<file path="src/rtl/core/sensor_command_packet_framer_unit_defines.svh">
// Assertion macros for the framer modules, used by scpf_emit.
`ifndef SENSOR_COMMAND_PACKET_FRAMER_UNIT_DEFINES_SVH
`define SENSOR_COMMAND_PACKET_FRAMER_UNIT_DEFINES_SVH

// Same-cycle implication, checked on every edge outside reset.
`define SCPF_ASSERT_IMPL(name, ante, cons) \
  name: assert property (@(posedge clk) disable iff (!rst_n) (ante) |-> (cons)) \
    else $error("scpf assertion failed");

// Next-cycle implication, checked on every edge outside reset.
`define SCPF_ASSERT_NEXT(name, ante, cons) \
  name: assert property (@(posedge clk) disable iff (!rst_n) (ante) |=> (cons)) \
    else $error("scpf assertion failed");

`endif

</file>
<file path="src/rtl/core/scpf_pkg.sv">
// Types and constants shared by the command packet framer modules.
`default_nettype none

package scpf_pkg;

  localparam int unsigned MAX_RESULTS = 12;
  localparam int unsigned RES_CNT_W   = 4;
  localparam int unsigned CFG_IDX_W   = 1;

  localparam logic [15:0] LEN_EXTRA      = 16'd3;
  localparam logic [7:0]  MIN_RX         = 8'd12;
  localparam logic [7:0]  RX_COUNT_MAX   = 8'hFF;
  localparam logic [7:0]  LEN_HI_OFFSET  = 8'd7;
  localparam logic [7:0]  LEN_LO_OFFSET  = 8'd8;
  localparam logic [7:0]  CONFIRM_OFFSET = 8'd9;

  localparam logic [RES_CNT_W-1:0] START_WORDS     = 4'd10;
  localparam logic [RES_CNT_W-1:0] START_WORDS_CHK = 4'd12;
  localparam logic [RES_CNT_W-1:0] PAYLOAD_WORDS_CHK = 4'd3;

  localparam logic [CFG_IDX_W-1:0] REG_DEVICE_ADDRESS = 1'd0;
  localparam logic [CFG_IDX_W-1:0] REG_HEADER_WORD    = 1'd1;

  localparam logic [31:0] DEVICE_ADDRESS_RST = 32'hFFFF_FFFF;
  localparam logic [15:0] HEADER_WORD_RST    = 16'hEF01;

  typedef enum logic [1:0] {
    ACT_START   = 2'd0,
    ACT_PAYLOAD = 2'd1,
    ACT_RX      = 2'd2
  } action_t;

  typedef enum logic {
    KIND_FRAME   = 1'b0,
    KIND_SUMMARY = 1'b1
  } kind_t;

  // Result words that one accepted item produces, oldest in entry 0.
  typedef struct packed {
    logic [MAX_RESULTS-1:0][7:0] bytes;
    logic [RES_CNT_W-1:0]        cnt;
    kind_t                       kind;
    logic                        chk;
    logic [7:0]                  confirmation;
    logic [15:0]                 data_size;
    logic                        receive_error;
  } job_t;

endpackage

`default_nettype wire

</file>
<file path="src/rtl/core/sensor_command_packet_framer_unit.sv">
// Command packet framer for a serial sensor module: takes start, payload and
// received words and gives frame words and response summaries. A start word
// yields ten frame words, twelve when the payload is empty; a payload word
// yields one, or three with the checksum after the last payload word; a
// received word yields one summary at the end of a response and nothing
// otherwise. Output words leave at one per cycle while out_ready allows, via
// a single job register feeding the output register; an item has at most
// twelve results; a new item is taken in the cycle the old last word moves on.
// Configuration is written via the cfg port; the user must do so only while
// the block is idle; the block itself does not enforce this.
`default_nettype none

module sensor_command_packet_framer_unit #(
  parameter int unsigned MAX_PAYLOAD = 243
) (
  input  wire logic                           clk,
  input  wire logic                           rst_n,
  input  wire logic                           in_valid,
  output logic                                in_ready,
  input  wire logic [1:0]                     in_action,
  input  wire logic [7:0]                     in_packet_id,
  input  wire logic [7:0]                     in_instruction,
  input  wire logic [7:0]                     in_payload_size,
  input  wire logic [7:0]                     in_byte_value,
  input  wire logic                           in_rx_end,
  output logic                                out_valid,
  input  wire logic                           out_ready,
  output logic                                out_kind,
  output logic [7:0]                          out_frame_byte,
  output logic                                out_frame_last,
  output logic [7:0]                          out_confirmation,
  output logic [15:0]                         out_response_data_size,
  output logic                                out_receive_error,
  input  wire logic                           cfg_valid,
  output logic                                cfg_ready,
  input  wire logic [scpf_pkg::CFG_IDX_W-1:0] cfg_index,
  input  wire logic [31:0]                    cfg_data
);

  scpf_pkg::job_t job;
  logic           job_free;
  logic           in_fire;
  logic           cfg_fire;

  assign in_ready  = job_free;
  assign in_fire   = in_valid && job_free;
  assign cfg_ready = 1'b1;
  assign cfg_fire  = cfg_valid;

  scpf_ingest #(
    .MAX_PAYLOAD(MAX_PAYLOAD)
  ) u_ingest (
    .clk            (clk),
    .rst_n          (rst_n),
    .in_fire        (in_fire),
    .in_action      (in_action),
    .in_packet_id   (in_packet_id),
    .in_instruction (in_instruction),
    .in_payload_size(in_payload_size),
    .in_byte_value  (in_byte_value),
    .in_rx_end      (in_rx_end),
    .cfg_fire       (cfg_fire),
    .cfg_index      (cfg_index),
    .cfg_data       (cfg_data),
    .job            (job)
  );

  scpf_emit u_emit (
    .clk                   (clk),
    .rst_n                 (rst_n),
    .in_fire               (in_fire),
    .job_in                (job),
    .job_free              (job_free),
    .out_valid             (out_valid),
    .out_ready             (out_ready),
    .out_kind              (out_kind),
    .out_frame_byte        (out_frame_byte),
    .out_frame_last        (out_frame_last),
    .out_confirmation      (out_confirmation),
    .out_response_data_size(out_response_data_size),
    .out_receive_error     (out_receive_error)
  );

endmodule

`default_nettype wire

</file>
<file path="src/rtl/core/scpf_ingest.sv">
// Input decode, framing state and configuration registers; builds the result job.
`default_nettype none

module scpf_ingest #(
  parameter int unsigned MAX_PAYLOAD = 243
) (
  input  wire logic                           clk,
  input  wire logic                           rst_n,
  input  wire logic                           in_fire,
  input  wire logic [1:0]                     in_action,
  input  wire logic [7:0]                     in_packet_id,
  input  wire logic [7:0]                     in_instruction,
  input  wire logic [7:0]                     in_payload_size,
  input  wire logic [7:0]                     in_byte_value,
  input  wire logic                           in_rx_end,
  input  wire logic                           cfg_fire,
  input  wire logic [scpf_pkg::CFG_IDX_W-1:0] cfg_index,
  input  wire logic [31:0]                    cfg_data,
  output scpf_pkg::job_t                      job
);

  logic [31:0] device_address_r;
  logic [15:0] header_word_r;
  logic [7:0]  bytes_left_r, bytes_left_nxt;
  logic [15:0] running_sum_r, running_sum_nxt;
  logic [7:0]  rx_count_r, rx_count_nxt;
  logic [15:0] rx_length_r, rx_length_nxt;
  logic [7:0]  rx_confirm_r, rx_confirm_nxt;

  logic [7:0]  size_c;
  logic [15:0] len;
  logic [15:0] start_sum;
  logic [15:0] pay_sum;
  logic [7:0]  rx_inc;
  logic [15:0] rx_len_upd;
  logic [7:0]  rx_conf_upd;
  logic        rx_short;
  logic [15:0] data_size;
  scpf_pkg::action_t act;

  assign act       = scpf_pkg::action_t'(in_action);
  assign size_c    = (in_payload_size > 8'(MAX_PAYLOAD)) ? 8'(MAX_PAYLOAD) : in_payload_size;
  assign len       = {8'd0, size_c} + scpf_pkg::LEN_EXTRA;
  assign start_sum = len + {8'd0, in_instruction} + {8'd0, in_packet_id};
  assign pay_sum   = running_sum_r + {8'd0, in_byte_value};
  assign rx_inc    = (rx_count_r == scpf_pkg::RX_COUNT_MAX) ? rx_count_r : rx_count_r + 8'd1;

  // The offset is that of the byte now arriving, i.e. the count before it.
  always_comb begin
    rx_len_upd  = rx_length_r;
    rx_conf_upd = rx_confirm_r;
    if (rx_count_r == scpf_pkg::LEN_HI_OFFSET) begin
      rx_len_upd = {in_byte_value, rx_length_r[7:0]};
    end else if (rx_count_r == scpf_pkg::LEN_LO_OFFSET) begin
      rx_len_upd = {rx_length_r[15:8], in_byte_value};
    end else if (rx_count_r == scpf_pkg::CONFIRM_OFFSET) begin
      rx_conf_upd = in_byte_value;
    end
  end

  assign rx_short  = rx_inc < scpf_pkg::MIN_RX;
  assign data_size = (rx_len_upd >= scpf_pkg::LEN_EXTRA) ? rx_len_upd - scpf_pkg::LEN_EXTRA
                                                           : 16'd0;

  always_comb begin
    job              = '0;
    job.kind         = scpf_pkg::KIND_FRAME;
    bytes_left_nxt   = bytes_left_r;
    running_sum_nxt  = running_sum_r;
    rx_count_nxt     = rx_count_r;
    rx_length_nxt    = rx_length_r;
    rx_confirm_nxt   = rx_confirm_r;
    unique case (act)
      scpf_pkg::ACT_START: begin
        job.bytes[0]    = header_word_r[15:8];
        job.bytes[1]    = header_word_r[7:0];
        job.bytes[2]    = device_address_r[31:24];
        job.bytes[3]    = device_address_r[23:16];
        job.bytes[4]    = device_address_r[15:8];
        job.bytes[5]    = device_address_r[7:0];
        job.bytes[6]    = in_packet_id;
        job.bytes[7]    = len[15:8];
        job.bytes[8]    = len[7:0];
        job.bytes[9]    = in_instruction;
        job.bytes[10]   = start_sum[15:8];
        job.bytes[11]   = start_sum[7:0];
        job.chk         = (size_c == 8'd0);
        job.cnt         = job.chk ? scpf_pkg::START_WORDS_CHK : scpf_pkg::START_WORDS;
        bytes_left_nxt  = size_c;
        running_sum_nxt = start_sum;
        rx_count_nxt    = 8'd0;
        rx_length_nxt   = 16'd0;
        rx_confirm_nxt  = 8'd0;
      end
      scpf_pkg::ACT_PAYLOAD: begin
        // A payload word with nothing expected is dropped without a result.
        if (bytes_left_r != 8'd0) begin
          job.bytes[0]    = in_byte_value;
          job.bytes[1]    = pay_sum[15:8];
          job.bytes[2]    = pay_sum[7:0];
          job.chk         = (bytes_left_r == 8'd1);
          job.cnt         = job.chk ? scpf_pkg::PAYLOAD_WORDS_CHK : 4'd1;
          bytes_left_nxt  = bytes_left_r - 8'd1;
          running_sum_nxt = pay_sum;
        end
      end
      scpf_pkg::ACT_RX: begin
        if (in_rx_end) begin
          job.kind          = scpf_pkg::KIND_SUMMARY;
          job.cnt           = 4'd1;
          job.receive_error = rx_short;
          job.confirmation  = rx_short ? 8'd0 : rx_conf_upd;
          job.data_size     = rx_short ? 16'd0 : data_size;
          rx_count_nxt      = 8'd0;
          rx_length_nxt     = 16'd0;
          rx_confirm_nxt    = 8'd0;
        end else begin
          rx_count_nxt   = rx_inc;
          rx_length_nxt  = rx_len_upd;
          rx_confirm_nxt = rx_conf_upd;
        end
      end
      default: begin
      end
    endcase
  end

  always_ff @(posedge clk) begin
    if (!rst_n) begin
      device_address_r <= scpf_pkg::DEVICE_ADDRESS_RST;
      header_word_r    <= scpf_pkg::HEADER_WORD_RST;
      bytes_left_r     <= '0;
      running_sum_r    <= '0;
      rx_count_r       <= '0;
      rx_length_r      <= '0;
      rx_confirm_r     <= '0;
    end else begin
      if (cfg_fire) begin
        unique case (cfg_index)
          scpf_pkg::REG_DEVICE_ADDRESS: device_address_r <= cfg_data;
          scpf_pkg::REG_HEADER_WORD:    header_word_r    <= cfg_data[15:0];
          default: begin
          end
        endcase
      end
      if (in_fire) begin
        bytes_left_r  <= bytes_left_nxt;
        running_sum_r <= running_sum_nxt;
        rx_count_r    <= rx_count_nxt;
        rx_length_r   <= rx_length_nxt;
        rx_confirm_r  <= rx_confirm_nxt;
      end
    end
  end

endmodule

`default_nettype wire

</file>
<file path="src/rtl/core/scpf_emit.sv">
// Job register and output register: sends the words of one job, one per cycle while out_ready allows.
`default_nettype none

`include "sensor_command_packet_framer_unit_defines.svh"

module scpf_emit (
  input  wire logic           clk,
  input  wire logic           rst_n,
  input  wire logic           in_fire,
  input  wire scpf_pkg::job_t job_in,
  output logic                job_free,
  output logic                out_valid,
  input  wire logic           out_ready,
  output logic                out_kind,
  output logic [7:0]          out_frame_byte,
  output logic                out_frame_last,
  output logic [7:0]          out_confirmation,
  output logic [15:0]         out_response_data_size,
  output logic                out_receive_error
);

  scpf_pkg::job_t                job_r;
  logic [scpf_pkg::RES_CNT_W-1:0] cnt_r;
  logic                           out_valid_r;
  logic                           kind_r;
  logic [7:0]                     frame_byte_r;
  logic                           frame_last_r;
  logic [7:0]                     confirmation_r;
  logic [15:0]                    data_size_r;
  logic                           receive_error_r;
  logic                           move;
  logic                           send;
  logic                           load;

  // The output register can take a word when empty or being drained.
  assign move     = !out_valid_r || out_ready;
  assign send     = move && (cnt_r != '0);
  assign job_free = (cnt_r == '0) || ((cnt_r == 4'd1) && move);
  assign load     = in_fire && (job_in.cnt != '0);

  always_ff @(posedge clk) begin
    if (!rst_n) begin
      cnt_r       <= '0;
      out_valid_r <= 1'b0;
    end else begin
      if (move) begin
        out_valid_r <= (cnt_r != '0);
      end
      if (load) begin
        cnt_r <= job_in.cnt;
      end else if (send) begin
        cnt_r <= cnt_r - 4'd1;
      end
    end
  end

  always_ff @(posedge clk) begin
    if (send) begin
      kind_r          <= job_r.kind;
      frame_byte_r    <= job_r.bytes[0];
      frame_last_r    <= job_r.chk && (cnt_r == 4'd1);
      confirmation_r  <= job_r.confirmation;
      data_size_r     <= job_r.data_size;
      receive_error_r <= job_r.receive_error;
    end
    if (load) begin
      job_r <= job_in;
    end else if (send) begin
      job_r.bytes <= {8'd0, job_r.bytes[scpf_pkg::MAX_RESULTS-1:1]};
    end
  end

  assign out_valid              = out_valid_r;
  assign out_kind               = kind_r;
  assign out_frame_byte         = frame_byte_r;
  assign out_frame_last         = frame_last_r;
  assign out_confirmation       = confirmation_r;
  assign out_response_data_size = data_size_r;
  assign out_receive_error      = receive_error_r;

  `SCPF_ASSERT_IMPL(a_cnt_range, 1'b1, cnt_r <= 4'(scpf_pkg::MAX_RESULTS))
  `SCPF_ASSERT_NEXT(a_send_fills, send, out_valid_r)
  `SCPF_ASSERT_IMPL(a_last_is_frame, out_valid_r && frame_last_r, !kind_r)
  `SCPF_ASSERT_IMPL(a_summary_single, (cnt_r != '0) && job_r.kind, cnt_r == 4'd1)

endmodule

`default_nettype wire
</file>
<file path="config.mk">
export PLATFORM = sky130hd
export DESIGN_NAME = sensor_command_packet_framer_unit
export DESIGN_NICKNAME = d
export VERILOG_FILES = /design/src/rtl/core/scpf_pkg.sv /design/src/rtl/core/sensor_command_packet_framer_unit.sv /design/src/rtl/core/scpf_ingest.sv /design/src/rtl/core/scpf_emit.sv
export VERILOG_INCLUDE_DIRS = /design/src /design/src/rtl/core
export SDC_FILE = /design/constraint.sdc
export NUM_CORES = 1
export LEC_CHECK = 0
export ABC_AREA = 1
export BUFFER_PORTS_ARGS = -buffer_cell sky130_fd_sc_hd__buf_2
export CORE_MARGIN = 1
export CORE_UTILIZATION = 30
export DETAILED_ROUTE_END_ITERATION = 6
export GPL_TIMING_DRIVEN = 0
export SYNTH_ARGS = -nofsm -noshare
export SYNTH_HDL_FRONTEND = slang
export SYNTH_SLANG_ARGS = --single-unit
</file>
<file path="constraint.sdc">
create_clock -name clk -period 6.75 [get_ports clk]
set_clock_uncertainty 0.2 [all_clocks]
set_input_delay 0.3375 -clock clk [delete_from_list [all_inputs] [get_ports clk]]
set_output_delay 0.3375 -clock clk [all_outputs]
set_load 0.01 [all_outputs]
</file>
[After elaboration in Yosys (flattened, before gate mapping)]
Cells that the tools add are included.
Storage, ports and cells
  flip-flop bits (word level): 267
  bits in latches: 0
  memory bits (writable): 0
  ROM bits: 0
  input bits: 73
  output and inout port bits: 38
  word-level logic and storage cells: 110
  memories kept: 0
Cells by class
  add/subtract/negate cells: 8
  multipliers: 0
  divide/modulo/power cells: 0
  order comparisons: 3
  equal/unequal tests: 9
  shifts and indexed selects: 0
  multiplexer cells: 30
  bitwise logic cells: 4
  reductions and logical operators: 24
Operators with widths (count)
  96-bit 2-to-1 mux: 2
  72-bit 2-to-1 mux: 1
  8-bit 2-to-1 mux: 9
  16-bit one-hot mux with 2 select lines: 2
  16-bit by 8-bit adder with 16-bit output: 3
  16-bit 2-to-1 mux: 3
  24-bit one-hot mux with 2 select lines: 1
  8-bit one-hot mux with 2 select lines: 3
  28-bit 2-to-1 mux: 1
  8-bit by 4-bit == test with 1-bit output, second input constant: 2
  16-bit by 2-bit greater-or-equal comparator with 1-bit output, second input constant: 1
  16-bit by 2-bit subtractor with 16-bit output, second input constant: 1
  4-bit one-hot mux with 3 select lines: 1
  8-bit by 2-bit adder with 9-bit output, second input constant: 1
  8-bit by 1-bit adder with 8-bit output, second input constant: 1
  8-bit by 1-bit == test with 1-bit output, second input constant: 1
  8-bit by 3-bit == test with 1-bit output, second input constant: 1
  8-bit == test, second input constant: 1
  8-bit greater-than comparator, second input constant: 1
  8-bit logical NOT: 1
  8-bit by 4-bit < comparator with 1-bit output, second input constant: 1
  4-bit 2-to-1 mux: 2
  2-bit AND reduction: 4
  4-bit nonzero test: 2
  21 further kinds: 32

[Depth between registers and ports, before layout]
  depth after elaboration: 8
  depth in mapped cells: 22
  gate-level depth less buffers: 22

[By module]
From an unflattened synthesis, not the netlist that was laid out.
Second synthesis, totals
  cells, all modules: 1669
  area total of the unflattened synthesis: 13579.3 um2
By module, submodules not included
  scpf_ingest: instances 1, cells an instance 1146, area an instance 7272.0 um2, seq. area each 2082.0 um2
  scpf_emit: instances 1, cells an instance 519, area an instance 6288.5 um2, seq. area each 4844.6 um2
  sensor_command_packet_framer_unit: instances 1, cells an instance 4, area an instance 18.8 um2, seq. area each 0.0 um2

[Worst setup path after synthesis]
Ideal clock, no wire load.
  path kind: register -> register
  start point: reg u_emit.cnt_r[1] (netlist name)
  end point: reg u_emit.cnt_r[3] (netlist name)
  setup time: 0.118 ns
  arrival time: 3.870 ns
  data required time: 6.432 ns
  slack: 2.563 ns
  stages on the path, launching flop included: 12
  path buffers: 1
  period minus slack after synthesis: 4.187 ns
  cell sequence: dfxtp_1 > inv_1 > ha_1 > nand3_1 > o21ai_1 > nand2_1 > inv_1 > nand2_1 > buf_2 > nand2_1 > o21ai_0 > a21oi_1
On the way
  cells in the longest elaborated chain, start to end: 6
  elaborated cells between the ends (all ways): 12
  those cells by class: add/sub: 1; eq/ne: 1; mux: 2; reduce/logical: 8
Ends and longest elaborated chain
  from (decl): RTL line scpf_emit.sv:23  | logic [scpf_pkg::RES_CNT_W-1:0] cnt_r;
  from (signal assigned): RTL line scpf_emit.sv:50  | cnt_r <= job_in.cnt;
  from (signal assigned): RTL line scpf_emit.sv:52  | cnt_r <= cnt_r - 4'd1;
  4-bit by 1-bit == test with 1-bit output: RTL line scpf_emit.sv:38  | assign job_free = (cnt_r == '0) || ((cnt_r == 4'd1) && move);
  1-bit logical AND: RTL line scpf_emit.sv:38
  1-bit logical OR *: RTL line scpf_emit.sv:38
  net in_ready: RTL line sensor_command_packet_framer_unit.sv:19  | output logic in_ready,
  1-bit logical AND *: RTL line sensor_command_packet_framer_unit.sv:46  | assign in_fire = in_valid && job_free;
  1-bit logical AND *: RTL line scpf_emit.sv:39  | assign load = in_fire && (job_in.cnt != '0);
  4-bit 2-to-1 mux / 2-bit nonzero test (equally long branches)
Mark *: on every way through the listed nets, which the timed path passes. The rest lies on a longest branch. The select of a mux whose other input is x is not followed.
A chain may end at the register's enable or synchronous reset.

[Final worst setup path]
  start point: in in_payload_size[6]
  end point: reg u_ingest.running_sum_r[7]
On the way
  cells in the longest elaborated chain, start to end: 6
Ends and longest elaborated chain
  from (decl): RTL line sensor_command_packet_framer_unit.sv:23  | input wire logic [7:0] in_payload_size,
  8-bit greater-than comparator: RTL line scpf_ingest.sv:42  | assign size_c = (in_payload_size > 8'(MAX_PAYLOAD)) ? 8'(MAX_PAYLOAD) : in_payload_size;
  8-bit 2-to-1 mux *: RTL line scpf_ingest.sv:42
  8-bit by 2-bit adder with 9-bit output *: RTL line scpf_ingest.sv:43  | assign len = {8'd0, size_c} + scpf_pkg::LEN_EXTRA;
  16-bit by 8-bit adder with 16-bit output * (2 in a row): RTL line scpf_ingest.sv:44  | assign start_sum = len + {8'd0, in_instruction} + {8'd0, in_packet_id};
  16-bit one-hot mux with 2 select lines *: RTL line scpf_ingest.sv:73  | unique case (act)
  to (signal assigned): RTL line scpf_ingest.sv:148  | running_sum_r <= running_sum_nxt;
  to (decl): RTL line scpf_ingest.sv:25  | logic [15:0] running_sum_r, running_sum_nxt;
Mark *: on every way between the ends. The rest lies on a longest branch, timed or not.

==> results by group <==
Run status
  – Status: complete, no violations

Placement
  – I/O Buffers: 108
  – GP Congestion: 0.895
  – Post-DP HPWL: 27800 um
  – Dpl ws: 2.67 ns

Global routing
  – Total congestion overflow: 0
  – Initial antenna violation count: 0
  – GRT Overall Usage: 0.170
  – First-pass GRT wire length: 58800 um
  – Vias in the first global route: 10700
  – Largest net degree at the start of global routing: 70

Timing
  – Fin Hold WS: 0.0253 ns
  – Worst Max-Slew Pin Slew: 0.911 ns
  – Fmax: 0.245 GHz
  – Post-route setup slack: 2.67 ns
  – Setup TNS: 0 ns
  – RSZ-0062 raised after global routing: false
  – Final Hold Violating Endpoints: 0
  – Slew Limit Fails: 0
  – Finish-stage setup viols: 0
  – Tmin final: 4.08 ns
  – Rel. slew slack: 0.393
  – Final cycle utilization of the critical path: 0.605

Floorplanning
  – Die H: 211 um
  – Core area: 0.0432 mm2
  – Row count: 76
  – IO Count: 111
  – Die area: 0.0447 mm2
  – Die X-Extent: 211 um
  – Initial Util: 0.305

Setup path
  – Worst-path cell chain: dlygate4sd3_1 -> buf_2 -> nand2_1 -> nor2_1 -> nand3_1 -> nand2_1 -> inv_1 -> ha_1 -> inv_1 -> nand4_1 -> nor3_1 -> nand2_1 -> and2_1 -> fa_1 -> ha_1 -> inv_1 -> o21bai_1 -> a21oi_1 -> nand2_1 -> nor2_1 -> nand3b_1 -> nand3_1 -> nand2_1 -> inv_1
  – Crit path launch type: input port
  – CP arrival: 4.35 ns
  – CP Data Required Time: 7.02 ns
  – Worst path max stage delay: 0.51 ns
  – Crit-path max FO: 5
  – Most common cell on crit path: nand2_1
  – Worst setup EP type: flop
  – Crit path kind: input port to flop
  – Crit path max-delay cell type: dlygate4sd3_1

Yosys
  – Most instantiated cells after synthesis: nand2_1, edfxtp_1, inv_1, nor2_1, dfxtp_1
  – Cell taking the most area after synthesis: edfxtp_1
  – Synth top area share: 0.360
  – Post-synthesis cell area: 0.0132 mm2
  – Distinct cell type count after synthesis: 48
  – Post-synthesis simple-gate area fraction: 0.234
  – Sequential element share of the synthesized area: 0.526
  – Mux cell area share after synthesis: 0
  – Synth Area per Inst: 8.79 um2
  – Ranking of synthesized cells by area: edfxtp_1, dfxtp_1, nand2_1
  – Async S/R FF share, synth: 0
  – Post-Synthesis Cells: 1498
  – Syn. warnings: 0
  – Syn nets: 1609
  – Main combinational cell family by area after synthesis: simple AND/OR/NAND/NOR gates
  – Xor/xnor share of the synthesized area: 0.0133
  – Most common cell in the netlist: nand2_1
  – Ys flop type: edfxtp_1
  – Compound-Gate Fraction of Synth Area: 0.117
  – Synth Area in Adders: 0.0418
  – Seq cells post-synth: 267
  – Number of synthesized flops with an enable pin: 158

Finish
  – Fin nets: 1803
  – # diodes: 0
  – Layout cells sized above 1: 0.147
  – Finished Core Util: 0.373
  – Area grow syn2layout: 22.3%

Clocking
  – Clock H-tree levels: 1
  – TritonCTS clock tree: done
  – Buffers inserted by post-CTS timing repair: 0
  – Clk_lat worst skew: 0.58 ns
  – CTS Sinks: 267
  – CTS max path bufs: 3
  – CTS root buffer: clkbuf_16
  – CTS clk-pin slew, worst paths: 0.06 ns
  – Total CTS buffers: 30

Detailed routing
  – DRT Wirelength: 37400 um
  – DR vias/cell: 4.77
  – WL/cell: 16.2 um
  – Post-route DRC: 0
  – Via count: 11000
  – Post-route ant nets: 0
  – Router iterations before antenna repair: 5
  – DRT iter0 DRCs: 799

Power
  – PD cells: 371 mW/mm2
  – Leak: 0.00702 uW
  – Maximum VDD drop: 0.000259 V
  – Total power: 5970 uW

Worst hold path
  – Hold crit path type: input port to flop

Flow run
  – Max Cap Violations: 0
[metal layers]
metal | wire, um | global-route usage
met5 | 0 | 0
met4 | 1190 | 0.0590
met1 | 17200 | 0.232
met3 | 2060 | 0.0245
met2 | 16900 | 0.273
[repair_timing]
action / CTS / global route
hold endpoints to repair: 65 / 0
hold buffers: 53 / 0
gates resized for setup: 0 / 0
[cell usage in the layout, fill, tap and decap left out, types with 12 or more instances in the layout]
cell,instances
nand3_1,93
inv_1,132
clkbuf_16,35
a22o_1,38
clkbuf_1,34
nand4_1,17
a21oi_1,74
buf_2,129
xor2_1,14
nor2_1,123
ha_1,28
inv_2,13
dlygate4sd3_1,53
edfxtp_1,158
nor2_2,12
o21ai_0,66
o21bai_1,12
dfxtp_1,109
nand2_1,432
[power by group]
part           switching (uW)  leakage (uW)  total, uW  internal (uW)
logic                    1060       0.00403       1590            533
clock network             681      0.000526       1750           1070
registers                 165       0.00247       2630           2460
[area by class of cell]
| class | instances | area, um2 |
|---|---|---|
| Buffer | 63 | 343 |
| Tap cell | 585 | 732 |
| Multi-Input combinational cell | 1023 | 5360 |
| Inverter | 145 | 544 |
| Sequential cell | 267 | 6930 |
| Clock buffer | 40 | 915 |
| Timing Repair Buffer | 162 | 1100 |
| Fill cell | 4406 | 27100 |
| Clock inverter | 16 | 176 |
[critical path: cells and delay by family]
kind / cells / cell delay [ns]
buffers and inverters: 6 / 1.04
AND/OR/NAND/NOR: 13 / 1.70
AO/OA/AOI/OAI: 2 / 0.24
adder cells (fa/ha/maj): 3 / 1.01
[sequential cells by signal (all words and copies together), names as in the netlist]
signal	cells
u_emit.job_r	123
u_ingest.device_address_r	32
u_emit.out_response_data_size	16
u_ingest.header_word_r	16
u_ingest.running_sum_r	16
u_ingest.rx_length_r	16
u_emit.out_confirmation	8
u_emit.out_frame_byte	8
u_ingest.bytes_left_r	8
u_ingest.rx_confirm_r	8
u_ingest.rx_count_r	8
u_emit.cnt_r	4
u_emit.out_frame_last	1
u_emit.out_kind	1
u_emit.out_receive_error	1
u_emit.out_valid	1
[stage by stage]
step	instances	cell area [um2]
after floorplan	1498	13200
after global placement	2191	14400
after detailed placement	2192	14500
after CTS	2301	16100
after global routing	2301	16100
final	2301	16100
[kinds of logic after synthesis]
family | Yosys count
AO/OA/AOI/OAI | 244
XOR/XNOR | 20
adder cells (fa/ha/maj) | 38
buffers and inverters | 208
flip-flops | 267
other | 2
AND/OR/NAND/NOR | 719
[path summary, 6_finish.rpt]
check	start	to	slack, ns	depth (start not counted)
worst max-delay path	in_payload_size[6]	u_ingest.running_sum_r[7]	2.67	24
worst min-delay path	in_packet_id[2]	u_emit.job_r[81]	0.03	3
worst max register to register	u_emit.cnt_r[1]	u_emit.job_r[14]	3.46	10
worst min register to register	u_emit.job_r[11]	u_emit.out_response_data_size[10]	0.22	0
No activity file was read; power rests on OpenSTA's default activity.
